--- src/rtl/core/stte_pkg.sv ---
// Shared types, constants and helpers for the swing touchdown tau extension block.
// No dependencies; every other file in rtl/core imports this package.

package stte_pkg;

    localparam logic [16:0] Q_ONE          = 17'd65536;
    localparam logic [16:0] EXT_CONF_FLOOR = 17'd22938;

    // Target tau numerator is 92*65536 + 50 + 6*conf; divide by 100 via reciprocal.
    localparam logic [22:0] TGT_BASE   = 23'd6029362;
    localparam logic [23:0] TGT_RECIP  = 24'd10737419;
    localparam int          TGT_SHIFT  = 30;

    localparam int QUO_W  = 16;
    localparam int XS_W   = 33;
    localparam int REM_W  = 34;

    localparam logic [16:0] MIN_TRUST_RST = 17'd22938;
    localparam logic [15:0] LATE_TAU_RST  = 16'd56361;
    localparam logic [15:0] MAX_EXT_RST   = 16'd14000;

    localparam logic [1:0] CFG_MIN_TRUST = 2'd0;
    localparam logic [1:0] CFG_LATE_TAU  = 2'd1;
    localparam logic [1:0] CFG_MAX_EXT   = 2'd2;

    typedef enum logic [1:0]
    {
        PH_SEARCH = 2'd0,
        PH_EXPECT = 2'd1,
        PH_CAND   = 2'd2,
        PH_STANCE = 2'd3
    } phase_t;

    typedef enum logic [1:0]
    {
        MODE_PASS    = 2'd0,
        MODE_CONTACT = 2'd1,
        MODE_TOUCH   = 2'd2
    } mode_t;

    typedef struct packed
    {
        mode_t       mode;
        logic [16:0] tau_c;
        logic [22:0] tgt_num;
        logic [16:0] ramp_len;
        logic [16:0] weight;
    } front_t;

    // Length of the extension ramp in Q1.16, never zero.
    function automatic logic [16:0] calc_span(input logic [15:0] late_tau);
        calc_span = Q_ONE - {1'b0, late_tau};
    endfunction

endpackage

--- src/rtl/core/stte_front.sv ---
// Decode stage: clamps tau, qualifies trust and phase, picks ramp distance and weight.
// Depends on stte_pkg.

module stte_front
    import stte_pkg::*;
(
    input  logic        clk,
    input  logic        rst_n,
    input  logic        req_valid,
    input  logic        swing_active,
    input  logic        raw_contact,
    input  logic        state_valid,
    input  logic        has_diagnostics,
    input  logic        reset_requested,
    input  logic [16:0] fusion_trust,
    input  logic        has_fusion_record,
    input  logic [1:0]  contact_phase,
    input  logic [16:0] contact_confidence,
    input  logic signed [19:0] tau_in,
    input  logic [16:0] min_trust,
    input  logic [15:0] late_tau,
    output logic        vld,
    output front_t      front
);

    logic        vld_reg;
    front_t      front_reg;
    front_t      front_next;

    logic        tau_neg;
    logic [18:0] tau_mag;
    logic        late_hit;
    logic [18:0] diff;
    logic [16:0] span;
    logic [16:0] ramp_dist;
    logic [16:0] conf_sat;
    logic [16:0] touch_w;
    phase_t      phase;
    logic        trusted;
    logic        active;

    always_comb
    begin
        tau_neg  = tau_in[19];
        tau_mag  = tau_in[18:0];
        span     = calc_span(late_tau);
        late_hit = !tau_neg && (tau_mag >= {3'b000, late_tau});
        diff     = tau_mag - {3'b000, late_tau};
        ramp_dist = late_hit ? ((diff > {2'b00, span}) ? span : diff[16:0]) : 17'd0;

        conf_sat = (contact_confidence > Q_ONE) ? Q_ONE : contact_confidence;
        touch_w  = (conf_sat > EXT_CONF_FLOOR) ? conf_sat : EXT_CONF_FLOOR;
        phase    = has_fusion_record ? phase_t'(contact_phase) : PH_SEARCH;

        trusted = state_valid &&
                  (!has_diagnostics || (!reset_requested && (fusion_trust >= min_trust)));
        active  = swing_active && trusted;

        if (tau_neg)
            front_next.tau_c = 17'd0;
        else if (tau_mag > {2'b00, Q_ONE})
            front_next.tau_c = Q_ONE;
        else
            front_next.tau_c = tau_mag[16:0];

        front_next.tgt_num = TGT_BASE + ({6'd0, conf_sat} << 2) + ({6'd0, conf_sat} << 1);

        // zero distance drives the extension to zero downstream
        front_next.mode     = MODE_PASS;
        front_next.ramp_len = 17'd0;
        front_next.weight   = Q_ONE;
        if (active)
        begin
            if (raw_contact)
                front_next.mode = MODE_CONTACT;
            else
            begin
                case (phase)
                    PH_EXPECT, PH_CAND:
                    begin
                        front_next.mode     = MODE_TOUCH;
                        front_next.ramp_len = ramp_dist;
                        front_next.weight   = touch_w;
                    end
                    PH_SEARCH:
                    begin
                        front_next.ramp_len = ramp_dist;
                    end
                    default:
                    begin
                        front_next.mode = MODE_PASS;
                    end
                endcase
            end
        end
    end

    always_ff @(posedge clk or negedge rst_n)
    begin
        if (!rst_n)
            vld_reg <= 1'b0;
        else
            vld_reg <= req_valid;
    end

    always_ff @(posedge clk)
    begin
        if (req_valid)
            front_reg <= front_next;
    end

    assign vld   = vld_reg;
    assign front = front_reg;

endmodule

--- src/rtl/core/stte_scale.sv ---
// Two multiply stages: target tau by reciprocal, ramp product, tau selection.
// Depends on stte_pkg.

module stte_scale
    import stte_pkg::*;
(
    input  logic              clk,
    input  logic              rst_n,
    input  logic              in_vld,
    input  front_t            front,
    input  logic [15:0]       max_ext,
    output logic              vld,
    output logic [16:0]       tau_out,
    output logic [XS_W-1:0]   xs,
    output logic              occupied
);

    // stage B
    logic        b_vld_reg;
    mode_t       b_mode_reg;
    logic [16:0] b_tau_reg;
    logic [16:0] b_target_reg;
    logic [32:0] b_prod_reg;
    logic [16:0] b_weight_reg;
    logic [46:0] tgt_prod;
    logic [32:0] ramp_prod;

    // stage C
    logic            c_vld_reg;
    logic [16:0]     c_tau_reg;
    logic [16:0]     c_tau_next;
    logic [XS_W-1:0] c_xs_reg;
    logic [49:0]     x_prod;

    assign tgt_prod  = 47'(front.tgt_num) * 47'(TGT_RECIP);
    assign ramp_prod = 33'(max_ext) * 33'(front.ramp_len);

    always_ff @(posedge clk or negedge rst_n)
    begin
        if (!rst_n)
        begin
            b_vld_reg <= 1'b0;
            c_vld_reg <= 1'b0;
        end
        else
        begin
            b_vld_reg <= in_vld;
            c_vld_reg <= b_vld_reg;
        end
    end

    always_ff @(posedge clk)
    begin
        if (in_vld)
        begin
            b_mode_reg   <= front.mode;
            b_tau_reg    <= front.tau_c;
            b_target_reg <= tgt_prod[TGT_SHIFT+16:TGT_SHIFT];
            b_prod_reg   <= ramp_prod;
            b_weight_reg <= front.weight;
        end
    end

    assign x_prod = 50'(b_prod_reg) * 50'(b_weight_reg);

    always_comb
    begin
        case (b_mode_reg)
            MODE_CONTACT: c_tau_next = Q_ONE;
            MODE_TOUCH:   c_tau_next = (b_target_reg > b_tau_reg) ? b_target_reg : b_tau_reg;
            default:      c_tau_next = b_tau_reg;
        endcase
    end

    always_ff @(posedge clk)
    begin
        if (b_vld_reg)
        begin
            c_tau_reg <= c_tau_next;
            // drop the low 15 bits; the half-unit rounding term folds into the divider
            c_xs_reg  <= x_prod[XS_W+14:15];
        end
    end

    assign vld      = c_vld_reg;
    assign tau_out  = c_tau_reg;
    assign xs       = c_xs_reg;
    assign occupied = b_vld_reg | c_vld_reg;

endmodule

--- src/rtl/core/stte_div.sv ---
// Pipelined restoring divider, one quotient bit per stage: (xs + span) / (2*span).
// Carries the finished tau alongside. Depends on stte_pkg.

module stte_div
    import stte_pkg::*;
(
    input  logic            clk,
    input  logic            rst_n,
    input  logic            in_vld,
    input  logic [16:0]     in_tau,
    input  logic [XS_W-1:0] xs,
    input  logic [15:0]     late_tau,
    output logic            vld,
    output logic [16:0]     tau_out,
    output logic [QUO_W-1:0] quo,
    output logic            occupied
);

    logic [16:0]       span;
    logic [17:0]       dvs;
    logic [QUO_W:0]    vld_reg;
    logic [REM_W-1:0]  rem_reg [0:QUO_W];
    logic [QUO_W-1:0]  quo_reg [0:QUO_W];
    logic [16:0]       tau_reg [0:QUO_W];

    assign span = calc_span(late_tau);
    assign dvs  = {span, 1'b0};

    always_ff @(posedge clk or negedge rst_n)
    begin
        if (!rst_n)
            vld_reg <= '0;
        else
            vld_reg <= {vld_reg[QUO_W-1:0], in_vld};
    end

    always_ff @(posedge clk)
    begin
        if (in_vld)
        begin
            rem_reg[0] <= REM_W'(xs) + REM_W'(span);
            quo_reg[0] <= '0;
            tau_reg[0] <= in_tau;
        end
    end

    for (genvar k = 1; k <= QUO_W; k++)
    begin : g_stage
        logic [REM_W-1:0] trial;
        logic             ge;

        assign trial = REM_W'(dvs) << (QUO_W - k);
        assign ge    = rem_reg[k-1] >= trial;

        always_ff @(posedge clk)
        begin
            if (vld_reg[k-1])
            begin
                rem_reg[k] <= ge ? (rem_reg[k-1] - trial) : rem_reg[k-1];
                quo_reg[k] <= {quo_reg[k-1][QUO_W-2:0], ge};
                tau_reg[k] <= tau_reg[k-1];
            end
        end
    end

    assign vld      = vld_reg[QUO_W];
    assign tau_out  = tau_reg[QUO_W];
    assign quo      = quo_reg[QUO_W];
    assign occupied = |vld_reg;

endmodule

--- src/rtl/core/swing_touchdown_tau_extension.sv ---
// Top level of the swing touchdown tau extension block: config registers and pipeline.
// Depends on stte_pkg, stte_front, stte_scale, stte_div.
//
//  channel   | handshake              | payload
//  ----------+------------------------+-------------------------------------------
//  request   | start / busy           | swing_active .. tau_in
//  result    | done (strobe)          | tau_out, extension_um
//  config    | cfg_valid / cfg_ready  | cfg_index, cfg_data
//
// A request is taken on any cycle with start high; busy stays low, so one request per cycle.
// Each result passes through one decode stage, two multiply stages and a 17-stage divider
// (sum stage plus one quotient bit per stage). The receiver cannot stall; results flow out
// in request order with done high for one cycle. cfg_ready is high while no request is in
// flight or being taken. Reset clears valid bits and restores the register defaults.

module swing_touchdown_tau_extension
    import stte_pkg::*;
(
    input  logic        clk,
    input  logic        rst_n,
    input  logic        start,
    output logic        busy,
    input  logic        swing_active,
    input  logic        raw_contact,
    input  logic        state_valid,
    input  logic        has_diagnostics,
    input  logic        reset_requested,
    input  logic [16:0] fusion_trust,
    input  logic        has_fusion_record,
    input  logic [1:0]  contact_phase,
    input  logic [16:0] contact_confidence,
    input  logic signed [19:0] tau_in,
    output logic        done,
    output logic [16:0] tau_out,
    output logic [15:0] extension_um,
    input  logic        cfg_valid,
    output logic        cfg_ready,
    input  logic [1:0]  cfg_index,
    input  logic [16:0] cfg_data
);

    localparam int PIPE_LAT = QUO_W + 4;

    logic [16:0] min_trust_reg;
    logic [15:0] late_tau_reg;
    logic [15:0] max_ext_reg;

    logic            req;
    logic            f_vld;
    front_t          f_data;
    logic            s_vld;
    logic [16:0]     s_tau;
    logic [XS_W-1:0] s_xs;
    logic            s_occ;
    logic            d_occ;

    assign busy = 1'b0;
    assign req  = start && !busy;
    assign cfg_ready = !(req || f_vld || s_occ || d_occ);

    always_ff @(posedge clk or negedge rst_n)
    begin
        if (!rst_n)
        begin
            min_trust_reg <= MIN_TRUST_RST;
            late_tau_reg  <= LATE_TAU_RST;
            max_ext_reg   <= MAX_EXT_RST;
        end
        else if (cfg_valid && cfg_ready)
        begin
            case (cfg_index)
                CFG_MIN_TRUST: min_trust_reg <= cfg_data;
                CFG_LATE_TAU:  late_tau_reg  <= cfg_data[15:0];
                CFG_MAX_EXT:   max_ext_reg   <= cfg_data[15:0];
                default:       ;
            endcase
        end
    end

    stte_front u_front
    (
        .clk                (clk),
        .rst_n              (rst_n),
        .req_valid          (req),
        .swing_active       (swing_active),
        .raw_contact        (raw_contact),
        .state_valid        (state_valid),
        .has_diagnostics    (has_diagnostics),
        .reset_requested    (reset_requested),
        .fusion_trust       (fusion_trust),
        .has_fusion_record  (has_fusion_record),
        .contact_phase      (contact_phase),
        .contact_confidence (contact_confidence),
        .tau_in             (tau_in),
        .min_trust          (min_trust_reg),
        .late_tau           (late_tau_reg),
        .vld                (f_vld),
        .front              (f_data)
    );

    stte_scale u_scale
    (
        .clk      (clk),
        .rst_n    (rst_n),
        .in_vld   (f_vld),
        .front    (f_data),
        .max_ext  (max_ext_reg),
        .vld      (s_vld),
        .tau_out  (s_tau),
        .xs       (s_xs),
        .occupied (s_occ)
    );

    stte_div u_div
    (
        .clk      (clk),
        .rst_n    (rst_n),
        .in_vld   (s_vld),
        .in_tau   (s_tau),
        .xs       (s_xs),
        .late_tau (late_tau_reg),
        .vld      (done),
        .tau_out  (tau_out),
        .quo      (extension_um),
        .occupied (d_occ)
    );

    a_latency: assert property (@(posedge clk) disable iff (!rst_n)
        req |-> ##PIPE_LAT done)
        else $error("result strobe missing after request");

    a_tau_range: assert property (@(posedge clk) disable iff (!rst_n)
        done |-> (tau_out <= Q_ONE))
        else $error("tau_out above one");

    a_ext_bound: assert property (@(posedge clk) disable iff (!rst_n)
        done |-> (extension_um <= max_ext_reg))
        else $error("extension above configured maximum");

    a_cfg_idle: assert property (@(posedge clk) disable iff (!rst_n)
        done |-> !cfg_ready)
        else $error("config port open while a result is in flight");

endmodule

--- config.mk ---
export PLATFORM = sky130hd
export DESIGN_NAME = swing_touchdown_tau_extension
export DESIGN_NICKNAME = d
export VERILOG_FILES = /design/src/rtl/core/stte_pkg.sv /design/src/rtl/core/stte_front.sv /design/src/rtl/core/stte_scale.sv /design/src/rtl/core/stte_div.sv /design/src/rtl/core/swing_touchdown_tau_extension.sv
export SDC_FILE = /design/constraint.sdc
export NUM_CORES = 2
export LEC_CHECK = 0
export BUFFER_PORTS_ARGS = -buffer_cell sky130_fd_sc_hd__clkbuf_2
export CORE_UTILIZATION = 58
export CTS_CLUSTER_SIZE = 12
export DETAILED_ROUTE_END_ITERATION = 8
export PLACE_DENSITY = 0.81
export SYNTH_ARGS = -nofsm -noshare
export SYNTH_HDL_FRONTEND = slang
export SYNTH_SLANG_ARGS = --single-unit
--- constraint.sdc ---
create_clock -name clk -period 9 [get_ports clk]
set_input_delay 1.35 -clock clk [delete_from_list [all_inputs] [get_ports clk]]
set_output_delay 1.35 -clock clk [all_outputs]
set_load 0.01 [all_outputs]
==> run metrics <==
CTS tree=done; worst hold path class=flip-flop to flip-flop; vias=~64000; GRT overflow=0; cts bufs inserted=around 140; top post-synthesis cells by area=edfxtp_1, fa_1, ha_1; GRT Total Usage=27.85%; clock transition at the registers of the reported paths=0.06 ns; Bufs on Longest Clock Path=3; DRT Wirelength=228800 um; vias in the first global route=between 60000 and 70000; Fin. Hold Viols=0; GR peak layer=met2; number of cell rows=about 150; Clock Latency Late Sink=0.79 ns; # setup viols final=0; fin util=62.96%; Resize count post-CTS=0; syn avg cell area=approximately 11 um^2; syn nets=10410; cell taking the most area after synthesis=edfxtp_1; Main synth FF type=edfxtp_1; most common cell after layout, fill and taps aside=inv_1; clock root buffer master=clkbuf_16; routed vias/inst=5.849; Die X=407.4 um; Routed Antenna Nets=0; Async SR Flop Fraction=between 5 and 6%; M3 GR Usage=roughly 6%; Req. time, crit path=9.51 ns; clock period minus worst slack=~8 ns; fin crit share=around nine tenths; worst-margin pin slew=1.152 ns; crit path kind=flip-flop to flip-flop; initial antenna violation count=11; post-route worst setup slack=1.014 ns; Die ar.=~0.17 mm^2; WP data arrival=8.49 ns; DR iter-0 viols=5361; crit path launch type=flip-flop; max FFs per register=544; core area=0.1630 mm^2; Slew Limit Headroom=22.49%; Cell variety after synth=97; Post-Syn Instances=~8600; Nets=10510; Worst Setup End Kind=flip-flop; synthesized area=0.09534 mm^2; DP HPWL=175200 um; GPL Wtd Cong=0.9598; post-synth top area share=a little under two fifths; RSZ-0062 raised after global routing=false; Ports=121; synthesis-to-layout area growth=7.602%; EDFF count, synth=between 1000 and 1500; layout cells sized above 1=6.424%; post-synthesis sequential area ratio=38.97%; largest net degree at the start of global routing=68; Routed wire per std cell=~21 um; max-cap violations=0; placed inst area=0.09827 mm^2; htree depth=4; post-route cell area=a little over 0.1 mm^2; clock sink count=1248; Initial Utilization=between 50% and 60%; Synth warnings=0; IO buf count=119; met1 Track Usage GR=35.53%; DRC=0; Die Y=407.4 um; setup TNS=0 ns; GR Util met2=a little under half; drt first pass iters=6; hold_buf cts=0; run status=complete, no violations; crit path max fanout=24; FF+latch count, synth=1248; first-pass GRT wire length=362300 um; Max Fclk=125.2 MHz; skew final=0.04202 ns; Post-CTS Repair Setup Buffers=0; dpl ws=1.058 ns; Slew Limit Fails=0; most frequent cells in the layout=inv_1, edfxtp_1, nand2_1
==> per-layer routing <==
layer | vias to the layer above | wire length [um]
met5 | - | 164
met4 | 10 | 9029
met3 | 613 | 18030
met2 | 2494 | 110400
met1 | 31780 | 91160
li1 | 29190 | -
==> final timing paths <==
kind	startpoint	endpoint	slack (ns)	depth (start not counted)
worst min register to register	u_div.quo_reg[0][246]$_DFFE_PP_	u_div.quo_reg[0][263]$_DFFE_PP_	0.38	0
max in group asynchronous	rst_n	u_front.vld$_DFF_PN0_	7.36	2
worst max-delay path	u_scale.b_weight_reg[5]$_DFFE_PP_	u_scale.xs[31]$_DFFE_PP_	1.01	22
min in group asynchronous	rst_n	u_div.vld_reg[16]$_DFF_PN0_	0.44	1
worst max register to register	u_scale.b_weight_reg[5]$_DFFE_PP_	u_scale.xs[31]$_DFFE_PP_	1.01	22
worst min-delay path	u_div.quo_reg[0][246]$_DFFE_PP_	u_div.quo_reg[0][263]$_DFFE_PP_	0.38	0
==> critical path, stage by stage (launching register included) <==
cell,delay (ns)
edfxtp_1,1.07
buf_4,0.33
and2_1,0.17
fa_1,0.39
inv_1,0.08
fa_1,0.44
fa_1,0.53
inv_1,0.06
fa_1,0.49
fa_1,0.49
inv_1,0.05
fa_1,0.48
inv_1,0.04
ha_1,0.38
nand3_1,0.16
or4_1,0.54
a21oi_1,0.25
o31ai_1,0.19
a311oi_1,0.72
a31oi_1,0.24
a21oi_1,0.35
a21oi_1,0.14
xnor2_1,0.13
==> cells by family (layout without fill, tap and decap cells) <==
kind of cell	Yosys count	count (layout)	synth area share (%)
adder cells (fa/ha/maj)	1731	1731	29.52
buffers and inverters	1580	1767	6.436
multiplexers	101	101	1.161
AO/OA/AOI/OAI	1230	1230	8.266
flip-flops	1248	1248	38.97
XOR/XNOR	457	457	4.198
AND/OR/NAND/NOR	2245	2245	11.44
other	1	4	0.003933
==> cell usage after synthesis (23+ instances only) <==
master / count
mux2i_1: 24
a211oi_1: 28
fa_1: 864
or3_1: 43
mux2_2: 77
ha_1: 867
a21o_1: 181
and2_1: 355
nor2_1: 344
o211ai_1: 28
nor2b_1: 54
clkbuf_1: 184
and3_1: 45
buf_4: 36
edfxtp_1: 1179
o21a_1: 56
a21oi_1: 339
nor4_1: 69
nand4_1: 61
dfrtp_1: 46
nor3_1: 126
dfstp_2: 23
xor2_1: 171
a22o_1: 31
o21ai_0: 296
a31oi_1: 28
inv_1: 1332
nand3_1: 99
nand2_1: 894
nand2b_1: 39
o31ai_1: 40
xnor2_1: 286
o21bai_1: 42
==> final cells by class <==
class                   instances  area, um^2
well taps                    2175        2721
clock inverters                59       715.7
inverters                    1333        5004
diodes                          3       7.507
clock buffers                 169        3598
repair buffers                206        1254
flip-flops and latches       1248       37190
fillers                     12510       60370
multi-input cells            5765       52110
==> per-stage QoR <==
stage,std cells,hold slack (ns)
3_5_place_dp,10730,0.4045
6_report,10960,0.3850
5_1_grt,10960,0.4016
4_1_cts,10960,0.3891
3_3_place_gp,10730,0.4015
2_1_floorplan,8593,0.4003
Power is not shown: default switching activity piles up to over one toggle a cycle in this logic, so the estimate is an artifact.
